--- src/hw/rtl/b64sc_pkg.sv ---
`default_nettype none
// ----------------------------------------------------------------------------
// b64sc_pkg
// Shared types and character mapping functions for the base64 stream codec.
// ----------------------------------------------------------------------------
package b64sc_pkg;

  localparam int MaxRes   = 4;
  localparam int ResCntW  = $clog2(MaxRes + 1);
  localparam int ResIdxW  = $clog2(MaxRes);

  localparam logic MODE_ENCODE = 1'b0;
  localparam logic MODE_DECODE = 1'b1;

  localparam logic [7:0] CHAR_PAD = 8'h3D;

  typedef struct packed {
    logic [23:0] acc;
    logic [1:0]  pos;
    logic [23:0] held;
    logic        held_valid;
    logic [1:0]  held_sent;
    logic [1:0]  pad_count;
    logic        pad_seen;
    logic        pad_closed;
  } b64sc_state_t;

  typedef struct packed {
    logic [7:0] data;
    logic       valid;
    logic       last;
  } b64sc_res_t;

  // six-bit value to alphabet character
  function automatic logic [7:0] enc_char(input logic [5:0] v);
    logic [7:0] c;
    if (v < 6'd26) begin
      c = 8'h41 + {2'b00, v};
    end else if (v < 6'd52) begin
      c = 8'h61 + {2'b00, v} - 8'd26;
    end else if (v < 6'd62) begin
      c = 8'h30 + {2'b00, v} - 8'd52;
    end else if (v == 6'd62) begin
      c = 8'h2B;
    end else begin
      c = 8'h2F;
    end
    return c;
  endfunction

  // character to six-bit value; bit 6 set when outside the alphabet
  function automatic logic [6:0] dec_char(input logic [7:0] c);
    logic [6:0] r;
    if (c inside {[8'h41:8'h5A]}) begin
      r = {1'b0, 6'(c - 8'h41)};
    end else if (c inside {[8'h61:8'h7A]}) begin
      r = {1'b0, 6'(c - 8'h61 + 8'd26)};
    end else if (c inside {[8'h30:8'h39]}) begin
      r = {1'b0, 6'(c - 8'h30 + 8'd52)};
    end else if (c == 8'h2B) begin
      r = {1'b0, 6'd62};
    end else if (c == 8'h2F) begin
      r = {1'b0, 6'd63};
    end else begin
      r = 7'h40;
    end
    return r;
  endfunction

  function automatic logic [7:0] held_byte(input logic [23:0] h, input logic [1:0] k);
    logic [7:0] b;
    case (k)
      2'd0:    b = h[23:16];
      2'd1:    b = h[15:8];
      default: b = h[7:0];
    endcase
    return b;
  endfunction

endpackage
`default_nettype wire

--- src/hw/rtl/b64sc_step.sv ---
`default_nettype none
// ----------------------------------------------------------------------------
// b64sc_step
// Single-pass step logic: one item and the stream state in, up to four
// results and the next stream state out.
// ----------------------------------------------------------------------------
module b64sc_step import b64sc_pkg::*; (
  input  wire logic                      mode,
  input  wire b64sc_state_t              st,
  input  wire logic [7:0]                data,
  input  wire logic                      last,
  output b64sc_state_t                   nxt,
  output b64sc_res_t [MaxRes-1:0]        res,
  output logic [ResCntW-1:0]             res_n
);

  logic [2:0]         pos3;
  logic [23:0]        acc_e;
  logic [23:0]        grp;
  logic [6:0]         dv;
  logic               took;
  logic               nonpad;
  logic [1:0]         total;
  logic [ResCntW-1:0] n;

  always_comb begin
    nxt   = st;
    res   = '0;
    n     = '0;
    pos3  = {1'b0, st.pos} + 3'd1;
    acc_e = {st.acc[15:0], data};
    grp   = acc_e;
    dv    = dec_char(data);
    took  = 1'b0;
    nonpad = 1'b0;
    total = 2'd0;

    if (mode == MODE_ENCODE) begin
      if (pos3 < 3'd3 && !last) begin
        nxt.acc = acc_e;
        nxt.pos = pos3[1:0];
      end else begin
        case (pos3)
          3'd1:    grp = {acc_e[7:0], 16'h0};
          3'd2:    grp = {acc_e[15:0], 8'h0};
          default: grp = acc_e;
        endcase
        res[0] = '{data: enc_char(grp[23:18]), valid: 1'b1, last: 1'b0};
        res[1] = '{data: enc_char(grp[17:12]), valid: 1'b1, last: 1'b0};
        res[2] = '{data: (pos3 >= 3'd2) ? enc_char(grp[11:6]) : CHAR_PAD,
                   valid: 1'b1, last: 1'b0};
        res[3] = '{data: (pos3 >= 3'd3) ? enc_char(grp[5:0]) : CHAR_PAD,
                   valid: 1'b1, last: last};
        n = ResCntW'(MaxRes);
        nxt.acc = '0;
        nxt.pos = '0;
        if (last) begin
          nxt = '0;
        end
      end
    end else begin
      if (!st.pad_closed) begin
        if (data == CHAR_PAD) begin
          if (st.pad_count < 2'd3) begin
            nxt.pad_count = st.pad_count + 2'd1;
            nxt.pad_seen  = 1'b1;
            nxt.acc       = {st.acc[17:0], 6'd0};
            took          = 1'b1;
          end
        end else if (st.pad_seen) begin
          nxt.pad_closed = 1'b1;
        end else begin
          // characters outside the alphabet take a position only
          if (!dv[6]) begin
            nxt.acc = {st.acc[17:0], dv[5:0]};
          end
          took   = 1'b1;
          nonpad = 1'b1;
        end
      end

      if (took) begin
        if (pos3 == 3'd4) begin
          for (int k = 0; k < 3; k++) begin
            if (st.held_valid && 2'(k) >= st.held_sent && n < ResCntW'(MaxRes)) begin
              res[n[ResIdxW-1:0]] = '{data: held_byte(st.held, 2'(k)), valid: 1'b1,
                                      last: 1'b0};
              n = n + 1'b1;
            end
          end
          nxt.held       = nxt.acc;
          nxt.held_valid = 1'b1;
          nxt.held_sent  = '0;
          nxt.acc        = '0;
          nxt.pos        = '0;
        end else begin
          nxt.pos = pos3[1:0];
          // a held quartet owes one byte per following data character
          if (nonpad && st.held_valid && st.held_sent < 2'd3) begin
            res[0] = '{data: held_byte(st.held, st.held_sent), valid: 1'b1, last: 1'b0};
            n = ResCntW'(1);
            nxt.held_sent = st.held_sent + 2'd1;
          end
        end
      end

      if (last) begin
        total = nxt.held_valid ? 2'd3 - nxt.pad_count : 2'd0;
        if (total > nxt.held_sent) begin
          for (int k = 0; k < 3; k++) begin
            if (2'(k) >= nxt.held_sent && 2'(k) < total && n < ResCntW'(MaxRes)) begin
              res[n[ResIdxW-1:0]] = '{data: held_byte(nxt.held, 2'(k)), valid: 1'b1,
                                      last: (2'(k) + 2'd1 == total)};
              n = n + 1'b1;
            end
          end
        end else if (n < ResCntW'(MaxRes)) begin
          res[n[ResIdxW-1:0]] = '{data: 8'h00, valid: 1'b0, last: 1'b1};
          n = n + 1'b1;
        end
        nxt = '0;
      end
    end
    res_n = n;
  end

endmodule
`default_nettype wire

--- src/hw/rtl/b64sc_outq.sv ---
`default_nettype none
// ----------------------------------------------------------------------------
// b64sc_outq
// Result register bank: takes a burst of up to four results from one step
// and hands them out one transfer per cycle while res_ready is high.
// ----------------------------------------------------------------------------
module b64sc_outq import b64sc_pkg::*; (
  input  wire logic                      clk,
  input  wire logic                      rst,
  input  wire logic                      load,
  input  wire b64sc_res_t [MaxRes-1:0]   load_res,
  input  wire logic [ResCntW-1:0]        load_n,
  output logic                           can_load,
  output logic                           res_valid,
  input  wire logic                      res_ready,
  output logic [7:0]                     out_byte,
  output logic                           out_valid,
  output logic                           out_last
);

  b64sc_res_t [MaxRes-1:0] slots;
  logic [ResIdxW-1:0]      rd;
  logic [ResCntW-1:0]      cnt;
  logic                    pop;

  assign res_valid = (cnt != '0);
  assign pop       = res_valid && res_ready;
  assign can_load  = (cnt == '0) || (cnt == ResCntW'(1) && pop);

  assign out_byte  = slots[rd].data;
  assign out_valid = slots[rd].valid;
  assign out_last  = slots[rd].last;

  always_ff @(posedge clk) begin
    if (rst) begin
      cnt <= '0;
      rd  <= '0;
    end else if (load) begin
      cnt <= load_n;
      rd  <= '0;
    end else if (pop) begin
      cnt <= cnt - 1'b1;
      rd  <= rd + 1'b1;
    end
  end

  always_ff @(posedge clk) begin
    if (load) begin
      slots <= load_res;
    end
  end

  a_cnt_range: assert property (@(posedge clk) disable iff (rst)
    cnt <= ResCntW'(MaxRes))
    else $error("result count out of range");

  a_load_free: assert property (@(posedge clk) disable iff (rst)
    load |-> (cnt == '0) || (cnt == ResCntW'(1) && pop))
    else $error("results loaded over pending ones");

  a_last_final: assert property (@(posedge clk) disable iff (rst)
    pop && out_last |-> cnt == ResCntW'(1))
    else $error("end of message not the final buffered result");

endmodule
`default_nettype wire

--- src/hw/rtl/base64_stream_codec_core.sv ---
`default_nettype none
// ----------------------------------------------------------------------------
// base64_stream_codec_core
// Base64 encoder/decoder on a byte stream, direction picked by the mode
// register.
// ----------------------------------------------------------------------------
// path: an accepted item is registered, then its step results load the result bank
// throughput: one item per cycle when it yields at most one result and res_ready
// stays high; an item yielding n results occupies the single result port for n
// transfers (encode: 4 characters per 3 bytes)
// reset: mode returns to encode, all stream state and pending results clear
module base64_stream_codec_core import b64sc_pkg::*; (
  input  wire logic       clk,
  input  wire logic       rst,
  input  wire logic       cfg_valid,
  output logic            cfg_ready,
  input  wire logic       cfg_data,
  input  wire logic       in_valid,
  output logic            in_ready,
  input  wire logic [7:0] data_in,
  input  wire logic       last_item,
  output logic            res_valid,
  input  wire logic       res_ready,
  output logic [7:0]      out_byte,
  output logic            out_valid,
  output logic            out_last
);

  logic                    mode;
  b64sc_state_t            st;
  b64sc_state_t            st_next;
  logic                    item_valid;
  logic [7:0]              item_data;
  logic                    item_last;
  logic                    fire;
  logic                    can_load;
  b64sc_res_t [MaxRes-1:0] step_res;
  logic [ResCntW-1:0]      step_n;

  assign cfg_ready = 1'b1;
  assign fire      = item_valid && can_load;
  assign in_ready  = !item_valid || fire;

  always_ff @(posedge clk) begin
    if (rst) begin
      item_valid <= 1'b0;
    end else if (in_ready) begin
      item_valid <= in_valid;
    end
  end

  always_ff @(posedge clk) begin
    if (in_valid && in_ready) begin
      item_data <= data_in;
      item_last <= last_item;
    end
  end

  always_ff @(posedge clk) begin
    if (rst) begin
      mode <= MODE_ENCODE;
      st   <= '0;
    end else if (cfg_valid) begin
      mode <= cfg_data;
      st   <= '0;
    end else if (fire) begin
      st <= st_next;
    end
  end

  b64sc_step u_step (
    .mode  (mode),
    .st    (st),
    .data  (item_data),
    .last  (item_last),
    .nxt   (st_next),
    .res   (step_res),
    .res_n (step_n)
  );

  b64sc_outq u_outq (
    .clk       (clk),
    .rst       (rst),
    .load      (fire),
    .load_res  (step_res),
    .load_n    (step_n),
    .can_load  (can_load),
    .res_valid (res_valid),
    .res_ready (res_ready),
    .out_byte  (out_byte),
    .out_valid (out_valid),
    .out_last  (out_last)
  );

endmodule
`default_nettype wire
--- config.mk ---
export PLATFORM = sky130hd
export DESIGN_NAME = base64_stream_codec_core
export DESIGN_NICKNAME = d
export VERILOG_FILES = /design/src/hw/rtl/b64sc_pkg.sv /design/src/hw/rtl/b64sc_step.sv /design/src/hw/rtl/b64sc_outq.sv /design/src/hw/rtl/base64_stream_codec_core.sv
export SDC_FILE = /design/constraint.sdc
export NUM_CORES = 1
export LEC_CHECK = 0
export BUFFER_PORTS_ARGS = -buffer_cell sky130_fd_sc_hd__buf_2
export CAP_MARGIN = 25
export CELL_PAD_IN_SITES_DETAIL_PLACEMENT = 1
export CELL_PAD_IN_SITES_GLOBAL_PLACEMENT = 1
export CORE_AREA = 2 2 220 114
export DETAILED_ROUTE_END_ITERATION = 10
export DIE_AREA = 0 0 222 116
export PLACE_DENSITY_LB_ADDON = 0.08
export SYNTH_ARGS = -nofsm -noshare
export SYNTH_HDL_FRONTEND = slang
export SYNTH_SLANG_ARGS = --single-unit
--- constraint.sdc ---
create_clock -name clk -period 5.9 [get_ports clk]
set_input_delay 0.59 -clock clk [delete_from_list [all_inputs] [get_ports clk]]
set_output_delay 0.59 -clock clk [all_outputs]
set_load 0.005 [all_outputs]
==> out/results.tsv <==
stage	metric	value	unit
grt	initial antenna violation count	0	
clocking	CTS tree	built	
clocking	hold_buf cts	0	
clocking	Sink Count	113	
cells_and_area	layout cells sized above 1	0.102	
clocking	Clk Latency, worst-skew pair	0.44	ns
grt	gr usage total	0.425	
critical_path	Setup crit start kind	flop	
power_and_ir_drop	P_int	2.01	mW
floorplan	die width	222	um
timing	# setup viols final	0	
logic_synthesis	Seq cells post-synth	113	
floorplan	area of the core	0.0237	mm^2
timing	clk_skew	0.00872	ns
floorplan	DIE HEIGHT	116	um
detailed_routing	routed wl met3	8570	um
logic_synthesis	post-synthesis async set-or-reset flop share	0	
critical_path	CP Class	reg2reg	
logic_synthesis	post-synthesis mux area share	0.0448	
timing	Final period util	0.951	
logic_synthesis	Synthesis Warnings	0	
critical_path	R2R depth	19	
clocking	Post-CTS Setup Inserts	0	
placement	Final Wtd Congestion	1.02	
detailed_routing	Met1 Wirelength	24900	um
cells_and_area	Fill cells	2956	
logic_synthesis	adder-cell share of the synthesized area	0.0893	
timing	Fmax achieved	178	MHz
power_and_ir_drop	Clk network pwr share	0.355	
power_and_ir_drop	PD cells	262	mW/mm^2
logic_synthesis	Avg Inst Size Synth	7.56	um^2
floorplan	initial core utilization	0.473	
timing	Worst Max-Slew Pin Slew	1.22	ns
worst_hold_path	Worst Hold Path EP	item_data[5]	
worst_hold_path	HP Class	in2reg	
cells_and_area	multi-input logic area	0.00780	mm^2
detailed_routing	DRC violations left	0	
timing	RSZ-0062 raised after global routing	false	
logic_synthesis	Mapped Area	0.0112	mm^2
grt	vias in the first global route	12151	
timing	pins over their slew limit	0	
power_and_ir_drop	Comb pwr share	0.319	
floorplan	# rows	40	
critical_path	crit path max fanout	11	
logic_synthesis	syn_nets	1578	
placement	I/O Buffers	26	
power_and_ir_drop	Psw	1.23	mW
critical_path	CP endpoint kind	flop	
clocking	CTS Buffer Depth	2	
detailed_routing	vias	12829	
detailed_routing	drt first pass iters	5	
detailed_routing	Routed WL per cell	30.4	um
status	status	finished, final reports clean	
logic_synthesis	xor/xnor cell area share of the yosys netlist	0.0223	
power_and_ir_drop	Leak	4.55	nW
critical_path	Crit path arrival time	5.80	ns
critical_path	worst reg2reg setup slack	0.29	ns
floorplan	die area	0.0258	mm^2
detailed_routing	Initial DRC Count	2129	
clocking	H-tree depth reported by CTS	4	
grt	global route overflow	0	
cells_and_area	Layout Nets	1568	
power_and_ir_drop	Total Power	3.24	mW
clocking	Root Driver	clkbuf_16	
detailed_routing	top routing layer in use	met4	
logic_synthesis	largest family of logic cells by synthesized area	compound AO/OA/AOI/OAI gates	
logic_synthesis	simple-gate portion of the synthesized area	0.213	
power_and_ir_drop	Flop pwr share	0.326	
logic_synthesis	main flop type after synthesis	dfxtp_1	
worst_hold_path	min-delay src	data_in[5]	
flow_run	max_cap viols	0	
cells_and_area	Layout area overhead	10.3	%
timing	minimum clock period	5.61	ns
logic_synthesis	Post-synth EDFFs	49	
worst_hold_path	hold path cells	1	
grt	first-pass GRT wire length	80900	um
critical_path	Worst EP required	6.09	ns
detailed_routing	WL final	54800	um
logic_synthesis	Yosys cell types	88	
logic_synthesis	sequential share of the synthesized area	0.246	
critical_path	R2R Path Start	st[4]	
timing	Sum Neg Setup Slack	0	ns
cells_and_area	register area	0.00275	mm^2
floorplan	Top Ports	28	
clocking	total CTS buffers	17	
power_and_ir_drop	sw frac	0.379	
placement	detailed placement HPWL	41500	um
timing	final hold vios	0	
logic_synthesis	Post-Synthesis Cells	1483	
clocking	cts repair resizes	0	
logic_synthesis	Compound-Gate Fraction of Synth Area	0.325	
timing	Max-slew headroom	0.185	
detailed_routing	post-route ant nets	0	
detailed_routing	met2 wire len	20500	um
detailed_routing	Vias/cell	7.12	
power_and_ir_drop	VDD IR-drop max	0.000212	V
clocking	Clock transition at path regs	0.06	ns
critical_path	reg-to-reg endpoint	u_outq.slots[28]	
grt	pin count of the biggest net entering global routing	50	
area by class of cell:
type,instances,share of cell area
diodes,1,0.000203
clock buffers,19,0.0368
clock inverters,13,0.0138
inverters,64,0.0194
multi-input cells,1200,0.631
flip-flops and latches,113,0.223
well taps,315,0.0319
repair buffers,77,0.0442
flip-flops by register name (all words and copies together) (netlist names):
register	count
u_outq.cnt	3
u_outq.rd	2
st	57
mode	1
item_data	8
item_valid	1
u_outq.slots	40
item_last	1
cells by family after synthesis:
group / count (synthesis)
XOR/XNOR: 27
flip-flops: 113
other: 1
buffers and inverters: 170
multiplexers: 37
adder cells (fa/ha/maj): 80
AND/OR/NAND/NOR: 512
AO/OA/AOI/OAI: 543
critical path: stages, from the launching register on:
cell      delay [ns]
dfxtp_1         0.44
inv_1           0.10
ha_1            0.34
and2_2          0.34
ha_1            0.40
and3b_2         0.32
o2111a_1        0.18
nand2_1         0.31
inv_2           0.07
nor2_1          0.42
xnor2_1         0.25
inv_1           0.13
ha_1            0.23
nand2_1         0.16
nand3_1         0.15
nor4b_4         0.42
nand2_2         0.17
and3_1          0.32
a221o_1         0.33
a211o_1         0.26
per-layer routing:
metal / up-vias / global-route usage
met4: 0 / 0.0743
met2: 868 / 0.570
met5: - / 0
li1: 5495 / -
met1: 6401 / 0.635
met3: 65 / 0.168
power groups by stage:
stage                     Clock (mW)  Combinational, mW  Sequential [mW]
after global routing            1.18               1.11             1.06
after CTS                       1.14              0.969             1.07
after detailed placement           0              0.958             1.09
after floorplan                    0              0.660             1.01
after global placement             0              0.927             1.08
final                           1.15               1.03             1.06
cells in the mapped netlist (22+ instances only):
cell	n	share of area
a21oi_1	126	0.056
a22oi_1	32	0.021
clkbuf_1	81	0.027
dfxtp_1	64	0.11
edfxtp_1	49	0.13
ha_1	80	0.089
inv_1	62	0.021
mux2i_1	22	0.020
nand2_1	169	0.057
nand3_1	40	0.018
nor2_1	159	0.053
nor3_1	29	0.013
o211ai_1	30	0.020
o21ai_0	122	0.054
placed cells by master, fill, tap and decap left out, drive strengths merged, types with 21 or more instances in the layout:
master and n:
buf 77, a21oi 127, mux2i 22, nand2 171, nand3 40, a22oi 32, inv 69, edfxtp 49
and2 21, o211ai 31, a31oi 21, ha 80, nor3 30, o21ai 133, dfxtp 64, nor2 161
per-stage QoR:
step	worst slack, ns	hold slack, ns	area, um^2	std cells	util
after floorplan	1.02	0.476	11200	1483	-
after global placement	0.560	0.484	11700	1767	0.493
after detailed placement	0.311	0.489	11700	1767	0.493
after CTS	0.245	0.312	12300	1799	0.520
after global routing	0.00551	0.312	12400	1801	0.522
final	0.287	0.321	12400	1802	0.522
how the worst max path moves through the flow:
stage	from	cells past startpoint	to
2_1_floorplan	st[4]	20	u_outq.slots[28]
3_3_place_gp	st[4]	18	u_outq.cnt[2]
3_5_place_dp	st[4]	21	u_outq.cnt[2]
4_1_cts	st[4]	18	u_outq.cnt[2]
5_1_grt	st[5]	20	u_outq.slots[22]
6_report	st[4]	19	u_outq.slots[28]
Power figures use the tool's default switching activity.
